### src/rtl/jpc_pkg.sv
`default_nettype none
package jpc_pkg;
   localparam int FracBitsDefault = 16;
   localparam int TimeBitsDefault = 16;
   localparam int GainBits = 16;
   localparam int TimeSat = 65535;

   typedef enum logic [3:0] {
      PH_STAND   = 4'd0,
      PH_CROUCH  = 4'd1,
      PH_LAUNCH  = 4'd2,
      PH_LIFTOFF = 4'd3,
      PH_ASCENT  = 4'd4,
      PH_APEX    = 4'd5,
      PH_DESCENT = 4'd6,
      PH_LANDING = 4'd7,
      PH_REBOUND = 4'd8
   } phase_type;

   typedef enum logic [2:0] {
      CSR_STILL_LIMIT   = 3'd0,
      CSR_SETTLE        = 3'd1,
      CSR_CROUCH_BOUND  = 3'd2,
      CSR_LIFT_OFFSET   = 3'd3,
      CSR_LIFT_GAIN     = 3'd4,
      CSR_LAND_OFFSET   = 3'd5,
      CSR_LAND_GAIN     = 3'd6,
      CSR_TIMEOUT       = 3'd7
   } csr_index_type;

   typedef enum logic [2:0] {
      ST_IDLE,
      ST_VEL,
      ST_DISP,
      ST_CLASS,
      ST_GAIN,
      ST_FIX,
      ST_OUT
   } ctrl_state_type;

   // controller -> datapath
   typedef struct packed {
      logic load;    // capture input item
      logic do_vel;  // velocity integration term
      logic do_disp; // displacement integration term
      logic do_cls;  // still / extrema / phase decision
      logic do_gain; // gain product
      logic do_fix;  // apply gain product
      logic do_out;  // load result register
   } cmd_type;

   // datapath -> controller
   typedef struct packed {
      logic need_gain;
   } status_type;

   function automatic logic signed [31:0] sat32(input logic signed [35:0] v);
      if (v > 36'sh07FFFFFFF) return 32'sh7FFFFFFF;
      if (v < -36'sh080000000) return 32'sh80000000;
      return v[31:0];
   endfunction
endpackage
`default_nettype wire

### src/rtl/jpc_ctrl.sv
`default_nettype none
module jpc_ctrl (
   input  wire logic clock,
   input  wire logic reset,
   input  wire logic req_valid,
   output logic req_stall,
   output logic rsp_valid,
   input  wire logic rsp_stall,
   input  wire jpc_pkg::status_type status,
   output jpc_pkg::cmd_type cmd
);
   import jpc_pkg::*;

   ctrl_state_type state_ff, state_in;
   logic rsp_valid_ff, rsp_valid_in;

   always_ff @(posedge clock) begin
      if (reset) begin
         state_ff <= ST_IDLE;
         rsp_valid_ff <= 1'b0;
      end else begin
         state_ff <= state_in;
         rsp_valid_ff <= rsp_valid_in;
      end
   end

   always_comb begin
      state_in = state_ff;
      rsp_valid_in = rsp_valid_ff && rsp_stall;
      cmd = '0;
      req_stall = 1'b1;
      unique case (state_ff)
         ST_IDLE: begin
            req_stall = 1'b0;
            if (req_valid) begin
               cmd.load = 1'b1;
               state_in = ST_VEL;
            end
         end
         ST_VEL: begin
            cmd.do_vel = 1'b1;
            state_in = ST_DISP;
         end
         ST_DISP: begin
            cmd.do_disp = 1'b1;
            state_in = ST_CLASS;
         end
         ST_CLASS: begin
            cmd.do_cls = 1'b1;
            state_in = ST_GAIN;
         end
         ST_GAIN: begin
            cmd.do_gain = 1'b1;
            state_in = status.need_gain ? ST_FIX : ST_OUT;
         end
         ST_FIX: begin
            cmd.do_fix = 1'b1;
            state_in = ST_OUT;
         end
         ST_OUT: begin
            // wait here until the result register is free
            if (!(rsp_valid_ff && rsp_stall)) begin
               cmd.do_out = 1'b1;
               rsp_valid_in = 1'b1;
               state_in = ST_IDLE;
            end
         end
         default: state_in = ST_IDLE;
      endcase
   end

   assign rsp_valid = rsp_valid_ff;

   a_no_accept_busy: assert property (@(posedge clock) disable iff (reset)
      (state_ff != ST_IDLE) |-> req_stall)
      else $error("input taken while busy");
   a_out_after_work: assert property (@(posedge clock) disable iff (reset)
      $rose(rsp_valid_ff) |-> $past(state_ff) == ST_OUT)
      else $error("result raised without finishing");
   a_hold_result: assert property (@(posedge clock) disable iff (reset)
      (rsp_valid_ff && rsp_stall) |=> rsp_valid_ff)
      else $error("stalled result dropped");
endmodule
`default_nettype wire

### config.mk
export PLATFORM = sky130hd
export DESIGN_NAME = jpc_ctrl
export DESIGN_NICKNAME = d
export VERILOG_FILES = /design/src/rtl/jpc_pkg.sv /design/src/rtl/jpc_ctrl.sv
export SDC_FILE = /design/constraint.sdc
export NUM_CORES = 1
export LEC_CHECK = 0
export BUFFER_PORTS_ARGS = -buffer_cell sky130_fd_sc_hd__buf_2
export CORE_AREA = 4 4 41 43
export DETAILED_ROUTE_END_ITERATION = 12
export DIE_AREA = 0 0 45 47
export PLACE_DENSITY_LB_ADDON = 0.3
export SLEW_MARGIN = 25
export SYNTH_ARGS = -nofsm -noshare
export SYNTH_HDL_FRONTEND = slang
export SYNTH_SLANG_ARGS = --single-unit
### constraint.sdc
create_clock -name clock -period 1.35 [get_ports clock]
set_input_delay 0.0675 -clock clock [delete_from_list [all_inputs] [get_ports clock]]
set_output_delay 0.0675 -clock clock [all_outputs]
set_load 0.01 [all_outputs]
==> results of run 1 <==
## per-layer routing
layer | up-vias | share of wire | GRT usage
li1 | 146 | - | -
met1 | 124 | 0.50 | 0.0818
met2 | 10 | 0.43 | 0.102
met3 | 2 | 0.045 | 0.0115
met4 | 0 | 0.022 | 0.0702
met5 | - | 0 | 0
## state kept, by name, indices dropped and copies added (netlist names)
name	count
rsp_valid	1
state_ff	3
## through the flow
step | worst slack [ns] | total power [W] | hold slack, ns | utilization | instances
5_1_grt | 0.0769 | 0.000486 | 0.0636 | 0.283 | 62
2_1_floorplan | 0.259 | 0.000252 | 0.137 | - | 33
3_5_place_dp | 0.135 | 0.000297 | 0.300 | 0.259 | 59
4_1_cts | 0.0272 | 0.000451 | 0.0472 | 0.276 | 62
6_report | 0.146 | 0.000448 | 0.0509 | 0.283 | 62
3_3_place_gp | 0.142 | 0.000295 | 0.303 | 0.259 | 59
## cell usage in the layout, fill, tap and decap left out
| cell type | Yosys | layout |
|---|---|---|
| buf_2 | 1 | 13 |
| a21oi_1 | 4 | 4 |
| nor3b_1 | 3 | 3 |
| inv_1 | 3 | 3 |
| clkbuf_4 | 0 | 3 |
| dfxtp_2 | 0 | 3 |
| nand2_1 | 2 | 2 |
| nor2_1 | 2 | 2 |
| nor3_1 | 2 | 1 |
| nor3_2 | 0 | 1 |
| nand3_1 | 1 | 1 |
| nand2b_1 | 1 | 1 |
| nand4_1 | 1 | 1 |
| or3_4 | 1 | 1 |
| a21oi_2 | 1 | 1 |
| a2111oi_2 | 1 | 1 |
| or2b_1 | 1 | 1 |
| o31a_1 | 1 | 1 |
| nand3b_1 | 1 | 1 |
| a21boi_0 | 1 | 1 |
| o21ba_2 | 1 | 1 |
| dfxtp_1 | 4 | 1 |
## where the power goes
group	internal (W)	switching [W]	leakage, nW
Combinational	0.0000654	0.0000647	0.121
Sequential	0.000135	0.0000359	0.0338
Clock	0.0000993	0.0000475	0.0138
## cell families (layout without fill, tap and decap cells)
| kind of cell | Yosys count | count (layout) | synth area share |
|---|---|---|---|
| AOI/OAI and AO/OA | 9 | 9 | 0.264 |
| and+or+nand+nor | 15 | 15 | 0.344 |
| DFF | 4 | 4 | 0.302 |
| buffers and inverters | 5 | 19 | 0.0896 |
## synth_stat cells
master,number
nand4_1,1
nand2b_1,1
inv_1,3
nand3b_1,1
nor2_1,2
or3_4,1
o31a_1,1
nand2_1,2
o21ba_2,1
nor3_1,2
a2111oi_2,1
a21boi_0,1
nor3b_1,3
a21oi_1,4
nand3_1,1
or2b_1,1
buf_2,1
dfxtp_1,4
buf_4,1
a21oi_2,1
## final timing paths
| kind | to | slack (ns) | depth (start not counted) | from |
|---|---|---|---|---|
| setup / recovery | cmd[4] | 0.15 | 2 | state_ff[1]$_SDFFE_PP0P_ |
| hold / removal | rsp_valid$_SDFF_PP0_ | 0.05 | 2 | reset |
| setup reg to reg | state_ff[1]$_SDFFE_PP0P_ | 0.18 | 3 | state_ff[2]$_SDFFE_PP0P_ |
| hold reg to reg | rsp_valid$_SDFF_PP0_ | 0.50 | 2 | rsp_valid$_SDFF_PP0_ |
## cell type report
cell class | instances | area, µm² | share of cell area
Inverter | 3 | 11.3 | 0.0306
Sequential cell | 4 | 83.8 | 0.228
Clock buffer | 3 | 22.5 | 0.0612
Tap cell | 15 | 18.8 | 0.0510
Timing Repair Buffer | 13 | 65.1 | 0.177
Multi-Input combinational cell | 24 | 166 | 0.452
==> metrics.yaml, run 1 <==
status: "finished, final reports clean"
drc: 0
antenna_left: 0
synth.top_cells.by_area: "dfxtp_1 (30%), nor3b_1 (8.5%), a21oi_1 (7.5%)"
die_width_um: 45
start_util: 0.204
finalHoldViolCount: 0
yosysSeqAreaShare: 0.302
p_per_area_nw_per_um2: 1220
path_cells: "nor3b_1, buf_2"
gp_congestion: 0.729
leakage_nw: 0.168
crit_path_start_kind: "register"
yosysUniqueCellTypes: 20
track_usage: 0.0687
drive_gt1_frac: 0.511
io_pins: 14
wl_um: 670
grt_max_degree: 13
cts_made_buffers: 3
finalWorstPathRequiredPeriod_ns: 1.20
antenna_cells: 0
cts_hold_buf: 0
finalSetupTns_ns: 0
max_freq_ghz: 0.830
rsz0062_at_grt: "no"
final_max_slew_viol_count: 0
timing.final.crit_share: 0.892
avgViaCountPerCell: 4.55
maxSlewHeadroom: 0.828
syn_avg_cell_area_um2: 8.04
die-area_um2: 2120
grt_pass1_vias: 247
critPathTopFamily: "flip-flops"
first_iter_violations: 2
yosysTopAreaCellShare: 0.302
wire_per_inst_um: 10.8
post_cts_buffers: 0
grt_pass1_wl_um: 1010
critPathBufInv: 1
clk_path_buf_depth: 2
std_cell_rows: 13
hold_class: "input pin to register"
crit_required_ns: 1.28
critPathArrivalTime_ns: 1.14
coreArea_um2: 1300
tightest_slew_ns: 0.257
clk_latency_ns: 0.23
crit_fanout: 12
drv_cap: 0
slowest_delay_ns: 0.44
synthesis.nets: 38
io_buffers: 13
report.final.setup_viol: 0
critical_path.slowest_cell: "dfxtp_2"
criticalPathCategory: "register to output port"
syn_inst: 33
via_count: 282
syn_to_final_growth_pct: 38.7
grt_overflow: 0
placed_cell_area_um2: 337
yosysWarnings: 0
synth_seq_cells: 4
htreeDepth: 1
nets: 54
synth_area_leader_cell: "dfxtp_1"
path_clk_slew_ns: 0.04
first_pass_iters: 3
dp_hpwl_um: 522
synth_area_um2: 265
cts_tree: "yes"
cts.sinks: 4
fin_area_um2: 368
max-vdd-ir-drop_v: 0.000528
cts_root_buffer: "clkbuf_4"
n_fill_cell: 163
cp-end-kind: "output port"
clock_skew_ns: 0.00567
ctsResizeCount: 0
antenna_found_initial: 0
die_h_um: 47
Note: power is estimated with default switching activity, not from simulation.
==> run 2: changes to the inputs <==
--- a/config.mk
+++ b/config.mk
@@ -7,6 +7,7 @@
 export LEC_CHECK = 0
 export BUFFER_PORTS_ARGS = -buffer_cell sky130_fd_sc_hd__buf_2
 export CORE_AREA = 4 4 41 43
+export CTS_CLUSTER_SIZE = 10
 export DETAILED_ROUTE_END_ITERATION = 12
 export DIE_AREA = 0 0 45 47
 export PLACE_DENSITY_LB_ADDON = 0.3
==> constraint.sdc (replaced) <==
create_clock -name clock -period 1.28 [get_ports clock]
set_input_delay 0.064 -clock clock [delete_from_list [all_inputs] [get_ports clock]]
set_output_delay 0.064 -clock clock [all_outputs]
set_load 0.01 [all_outputs]
==> metrics.yaml, run 2 (synthesis gave the netlist of run 1 again) <==
dp_cells: 61  # +3.4%
gp_congestion: 0.747  # +2.4%
via_count: 294  # +4.3%
p_seq_frac: 0.350  # -0.032
grt_max_degree: 9  # -4
layout_common_cells: "buf_2 (13), a21oi_1 (4), inv_1 (3), clkbuf_4 (3), dfxtp_4 (3)"
comb_power_share: 0.342  # +0.052
p_total_w: 0.000498  # +11%
syn_to_final_growth_pct: 52.8
io_pins: 14  # unchanged
critPathBufInv: 3  # +2
tightest_slew_ns: 0.275  # +0.0174 ns
status: "finished, final reports clean"
drc: 0  # unchanged
first_iter_violations: 1  # -1
wire_per_inst_um: 11.0  # +1.9%
clock_power_share: 0.307  # -0.021
crit_fanout: 7  # -5
crit_required_ns: 1.22  # -0.06 ns
r2r-start: "state_ff[2]$_SDFFE_PP0P_"
cts.sinks: 4  # unchanged
coreArea_um2: 1300  # unchanged
r2r-end: "state_ff[1]$_SDFFE_PP0P_"
cts_root_buffer: "clkbuf_4"
crit_path_start_kind: "register"
track_usage: 0.0703  # +0.00158
largest_reg_flops: 3  # unchanged
die_h_um: 47  # unchanged
n_fill_cell: 161  # -1.2%
leakage_nw: 0.185  # +10%
nets: 56  # +3.7%
cts_made_buffers: 3  # unchanged
swShare: 0.329  # -0.00217
path_depth: 5  # +3
cts_tree: "yes"
critPathTopFamily: "flip-flops"
start_util: 0.204  # unchanged
finalWorstPathRequiredPeriod_ns: 1.23
rr_worst_depth: 3  # unchanged
std_cell_rows: 13  # unchanged
drive_gt1_frac: 0.551  # +0.0404
antenna_left: 0  # unchanged
antenna_found_initial: 0  # unchanged
clk_path_buf_depth: 2  # unchanged
grt_pass1_vias: 267  # +8.1%
power.switching_w: 0.000164  # +10%
dp_hpwl_um: 547  # +4.8%
criticalPathCategory: "register to output port"
finalHoldViolCount: 0  # unchanged
max_freq_ghz: 0.815
rsz0062_at_grt: "yes"
final_max_slew_viol_count: 0  # unchanged
clk_latency_ns: 0.23  # about the same
p_per_area_nw_per_um2: 1230  # +0.85%
htreeDepth: 1  # unchanged
slowest_delay_ns: 0.36  # -0.08 ns
io_buffers: 13  # unchanged
path_cells: "buf_6, nor3_4, inv_1, nor2_1, buf_2"
timing.final.crit_share: 0.958
rrSetupSlack_ns: 0.13  # -0.05 ns
critical_path.slowest_cell: "dfxtp_4"
post_cts_buffers: 0  # unchanged
report.final.setup_viol: 0  # unchanged
die-area_um2: 2120  # unchanged
critPathArrivalTime_ns: 1.16  # +0.02 ns
setup.worst_path.end: "cmd[6]"
grt_pass1_wl_um: 1060  # +4.8%
first_pass_iters: 4  # +1
wl_um: 705  # +5.2%
grt_overflow: 0  # unchanged
startpoint: "state_ff[2]$_SDFFE_PP0P_"
holdWs_ns: 0.0647  # +0.0139 ns
clock_skew_ns: 0.00273  # -0.00294 ns
hold_class: "input pin to register"
final_common_cell: "buf_2"
antenna_cells: 0  # unchanged
top_register: "state_ff"
maxSlewHeadroom: 0.817  # -0.0116
p_int_w: 0.000334  # +11%
die_width_um: 45  # unchanged
path_clk_slew_ns: 0.04  # about the same
instances_no_fill: 64  # +3.2%
avgViaCountPerCell: 4.59  # +1.0%
cp-end-kind: "output port"
max-vdd-ir-drop_v: 0.000525  # -0.60%
drv_cap: 0  # unchanged
-- run 2: layout make-up --
class	count	area [µm²]	share of cell area
Multi-Input combinational cell	24	178	0.438
Sequential cell	4	91.3	0.225
Timing Repair Buffer	15	83.8	0.207
Clock buffer	3	22.5	0.0556
Tap cell	15	18.8	0.0463
Inverter	3	11.3	0.0278
-- run 2: worst reg2reg max path, cell delays in order (launching register included) --
cell	delay (ns)
dfxtp_4	0.36
or3_4	0.39
a21oi_2	0.19
o31a_1	0.15
-- run 2: timing repair --
item	CTS	global route
pin swaps	0	0
hold endpoints to repair	0	0
hold buffers	0	0
resized for setup	3	7
endpoints found under the setup margin	4	3
-- run 2: stage by stage --
stage                     TNS, ns   util  instance area [µm²]  worst slack (ns)
after floorplan                 0      -                  265             0.189
after global placement          0  0.270                  352             0.161
after detailed placement        0  0.270                  352             0.129
after CTS                       0  0.293                  382            0.0101
after global routing      -0.0119  0.312                  405           -0.0119
final                           0  0.312                  405            0.0536
-- run 2: power by group through the flow --
stage | clock, W | sequential [W] | combinational [W]
global placement | 0 | 0.000165 | 0.000158
CTS | 0.000162 | 0.000167 | 0.000163
detailed placement | 0 | 0.000165 | 0.000160
floorplan | 0 | 0.000154 | 0.000112
global route | 0.000163 | 0.000176 | 0.000189
finish | 0.000153 | 0.000174 | 0.000170
-- run 2: worst min path at each step --
stage | from | to | slack (ns) | cells after the start
final | reset | rsp_valid$_SDFF_PP0_ | 0.06 | 2
after global routing | reset | state_ff[0]$_SDFFE_PP0P_ | 0.07 | 2
after CTS | reset | rsp_valid$_SDFF_PP0_ | 0.05 | 2
after detailed placement | reset | rsp_valid$_SDFF_PP0_ | 0.30 | 2
after global placement | reset | rsp_valid$_SDFF_PP0_ | 0.30 | 2
after floorplan | reset | rsp_valid$_SDFF_PP0_ | 0.13 | 1
-- run 2: per-layer routing --
metal	GRT usage	wire, µm	share of wire
met1	0.0795	296	0.42
met5	0	0	0
met3	0.0153	44	0.062
met2	0.116	363	0.51
met4	0.0526	0	0
==> run 3: changes to the inputs <==
--- a/config.mk
+++ b/config.mk
@@ -5,11 +5,11 @@
 export SDC_FILE = /design/constraint.sdc
 export NUM_CORES = 1
 export LEC_CHECK = 0
-export BUFFER_PORTS_ARGS = -buffer_cell sky130_fd_sc_hd__buf_2
 export CORE_AREA = 4 4 41 43
 export CTS_CLUSTER_SIZE = 10
 export DETAILED_ROUTE_END_ITERATION = 12
 export DIE_AREA = 0 0 45 47
+export DONT_BUFFER_PORTS = 1
 export PLACE_DENSITY_LB_ADDON = 0.3
 export SLEW_MARGIN = 25
 export SYNTH_ARGS = -nofsm -noshare
==> metrics.yaml, run 3 (synthesis gave the netlist of run 1 again) <==
status: "finished, final reports clean"
drv_cap: 0  # unchanged
finalWorstPathRequiredPeriod_ns: 1.18  # -0.0444 ns
grt_busiest_layer: "met2"
critPathTopFamily: "flip-flops"
wl_um: 685  # -2.8%
cp-end-kind: "output port"
track_usage: 0.0727  # +0.00237
via_count: 265  # -9.9%
start_util: 0.204  # unchanged
antenna_found_initial: 0  # unchanged
post-route-util: 0.281  # -0.0308
io_buffers: 0  # -13
max-vdd-ir-drop_v: 0.000482  # -8.1%
critical_path.slowest_cell: "dfxtp_1"
timing.final.crit_share: 0.923  # -0.0347
die_h_um: 47  # unchanged
drc: 0  # unchanged
grt_overflow: 0  # unchanged
grt_pass1_wl_um: 1070  # +1.3%
grt_max_degree: 9  # unchanged
final_common_cell: "buf_4"
slowest_delay_ns: 0.39  # +0.03 ns
first_iter_violations: 3  # +2
critPathBufInv: 2  # -1
max_freq_ghz: 0.846  # +3.8%
layout_common_cells: "buf_4 (5), inv_1 (3), a21oi_1 (3), clkbuf_4 (3)"
std_cell_rows: 13  # unchanged
rsz0062_at_grt: "no"
cts_root_buffer: "clkbuf_4"
crit_fanout: 7  # unchanged
path_cells: "buf_4, nand2_1, nor2_1, buf_4"
regArea_um2: 82.6  # -9.6%
cts_made_buffers: 3  # unchanged
tightest_slew_ns: 0.379  # +0.104 ns
die-area_um2: 2120  # unchanged
cts.sinks: 4  # unchanged
grt_use_met2: 0.0989  # -0.0169
met1_usage: 0.0841  # +0.00455
leakage_nw: 0.141  # -24%
clock_skew_ns: 0.000668  # -0.00206 ns
crit_path_start_kind: "register"
dp_hpwl_um: 501  # -8.4%
drive_gt1_frac: 0.415  # -0.136
die_width_um: 45  # unchanged
antenna_left: 0  # unchanged
clk_path_buf_depth: 2  # unchanged
n_fill_cell: 152  # -5.6%
maxSlewHeadroom: 0.745  # -0.0712
top_register: "state_ff"
grt_pass1_vias: 263  # -1.5%
post_cts_buffers: 0  # unchanged
rrSetupSlack_ns: 0.17  # +0.04 ns
first_pass_iters: 2  # -2
avgViaCountPerCell: 4.73  # +3.0%
p_per_area_nw_per_um2: 1260  # +2.4%
finalHoldViolCount: 0  # unchanged
clk_latency_ns: 0.23  # about the same
path_clk_slew_ns: 0.04  # about the same
crit_required_ns: 1.22  # about the same
gp_congestion: 0.739  # -1.0%
report.final.setup_viol: 0  # unchanged
finalSetupTns_ns: 0  # unchanged
final_max_slew_viol_count: 0  # unchanged
criticalPathCategory: "register to output port"
hold_class: "input pin to register"
largest_reg_flops: 3  # unchanged
htreeDepth: 1  # unchanged
cts_tree: "yes"
critPathArrivalTime_ns: 1.12  # -0.04 ns
multi_input_comb_area_um2: 173  # -2.8%
nets: 48  # -14%
met3_usage: 0.0307  # +0.0153
io_pins: 14  # unchanged
wire_per_inst_um: 12.2  # +11%
crit_top_cell: "buf_4"
syn_to_final_growth_pct: 37.7
antenna_cells: 0  # unchanged
coreArea_um2: 1300  # unchanged
## run 3: changes by cell type in the layout (fill, tap and decap cells not counted), sizes merged
cell / previous run / this run
dlygate4sd3: 0 / 2
buf: 15 / 5
## run 3: cell type report
type / instances / share of cell area
clock buffer: 3 / 0.0616
timing repair buffer: 7 / 0.158
multi-input combinational: 24 / 0.473
inverter: 3 / 0.0308
sequential: 4 / 0.226
tap: 15 / 0.0514
## run 3: repair_timing
action                                  CTS  global route
endpoints found under the setup margin    1             3
hold buffers                              2             0
hold endpoints to repair                  3             0
gates resized for setup                   2             3
## run 3: final timing paths
| path | from | to | cells after the start |
|---|---|---|---|
| worst min-delay path | reset | state_ff[2]$_SDFFE_PP0P_ | 1 |
| worst min register to register | state_ff[2]$_SDFFE_PP0P_ | state_ff[0]$_SDFFE_PP0P_ | 1 |
| worst max-delay path | state_ff[1]$_SDFFE_PP0P_ | cmd[3] | 4 |
| worst max register to register | state_ff[2]$_SDFFE_PP0P_ | state_ff[1]$_SDFFE_PP0P_ | 3 |
## run 3: per-layer routing
layer	routed length (µm)	vias to the layer above
met5	0	-
met4	0	0
met3	64	0
met2	328	9
met1	292	121
li1	-	135
## run 3: through the flow
step	setup WS, ns	total power (W)	hold slack [ns]	instances	cell area [µm²]
2_1_floorplan	0.189	0.000266	0.133	33	265
3_3_place_gp	0.133	0.000300	0.137	51	309
3_5_place_dp	0.133	0.000300	0.137	51	309
4_1_cts	0.0123	0.000470	0.00162	56	358
5_1_grt	0.0195	0.000494	0.000357	56	365
6_report	0.0980	0.000459	0.00816	56	365
## run 3: power breakdown
part	total [W]	internal, W	leakage (nW)	switching [W]
combinational	0.000142	0.0000672	0.0938	0.0000751
sequential	0.000167	0.000141	0.0335	0.0000257
clock	0.000150	0.000105	0.0138	0.0000460
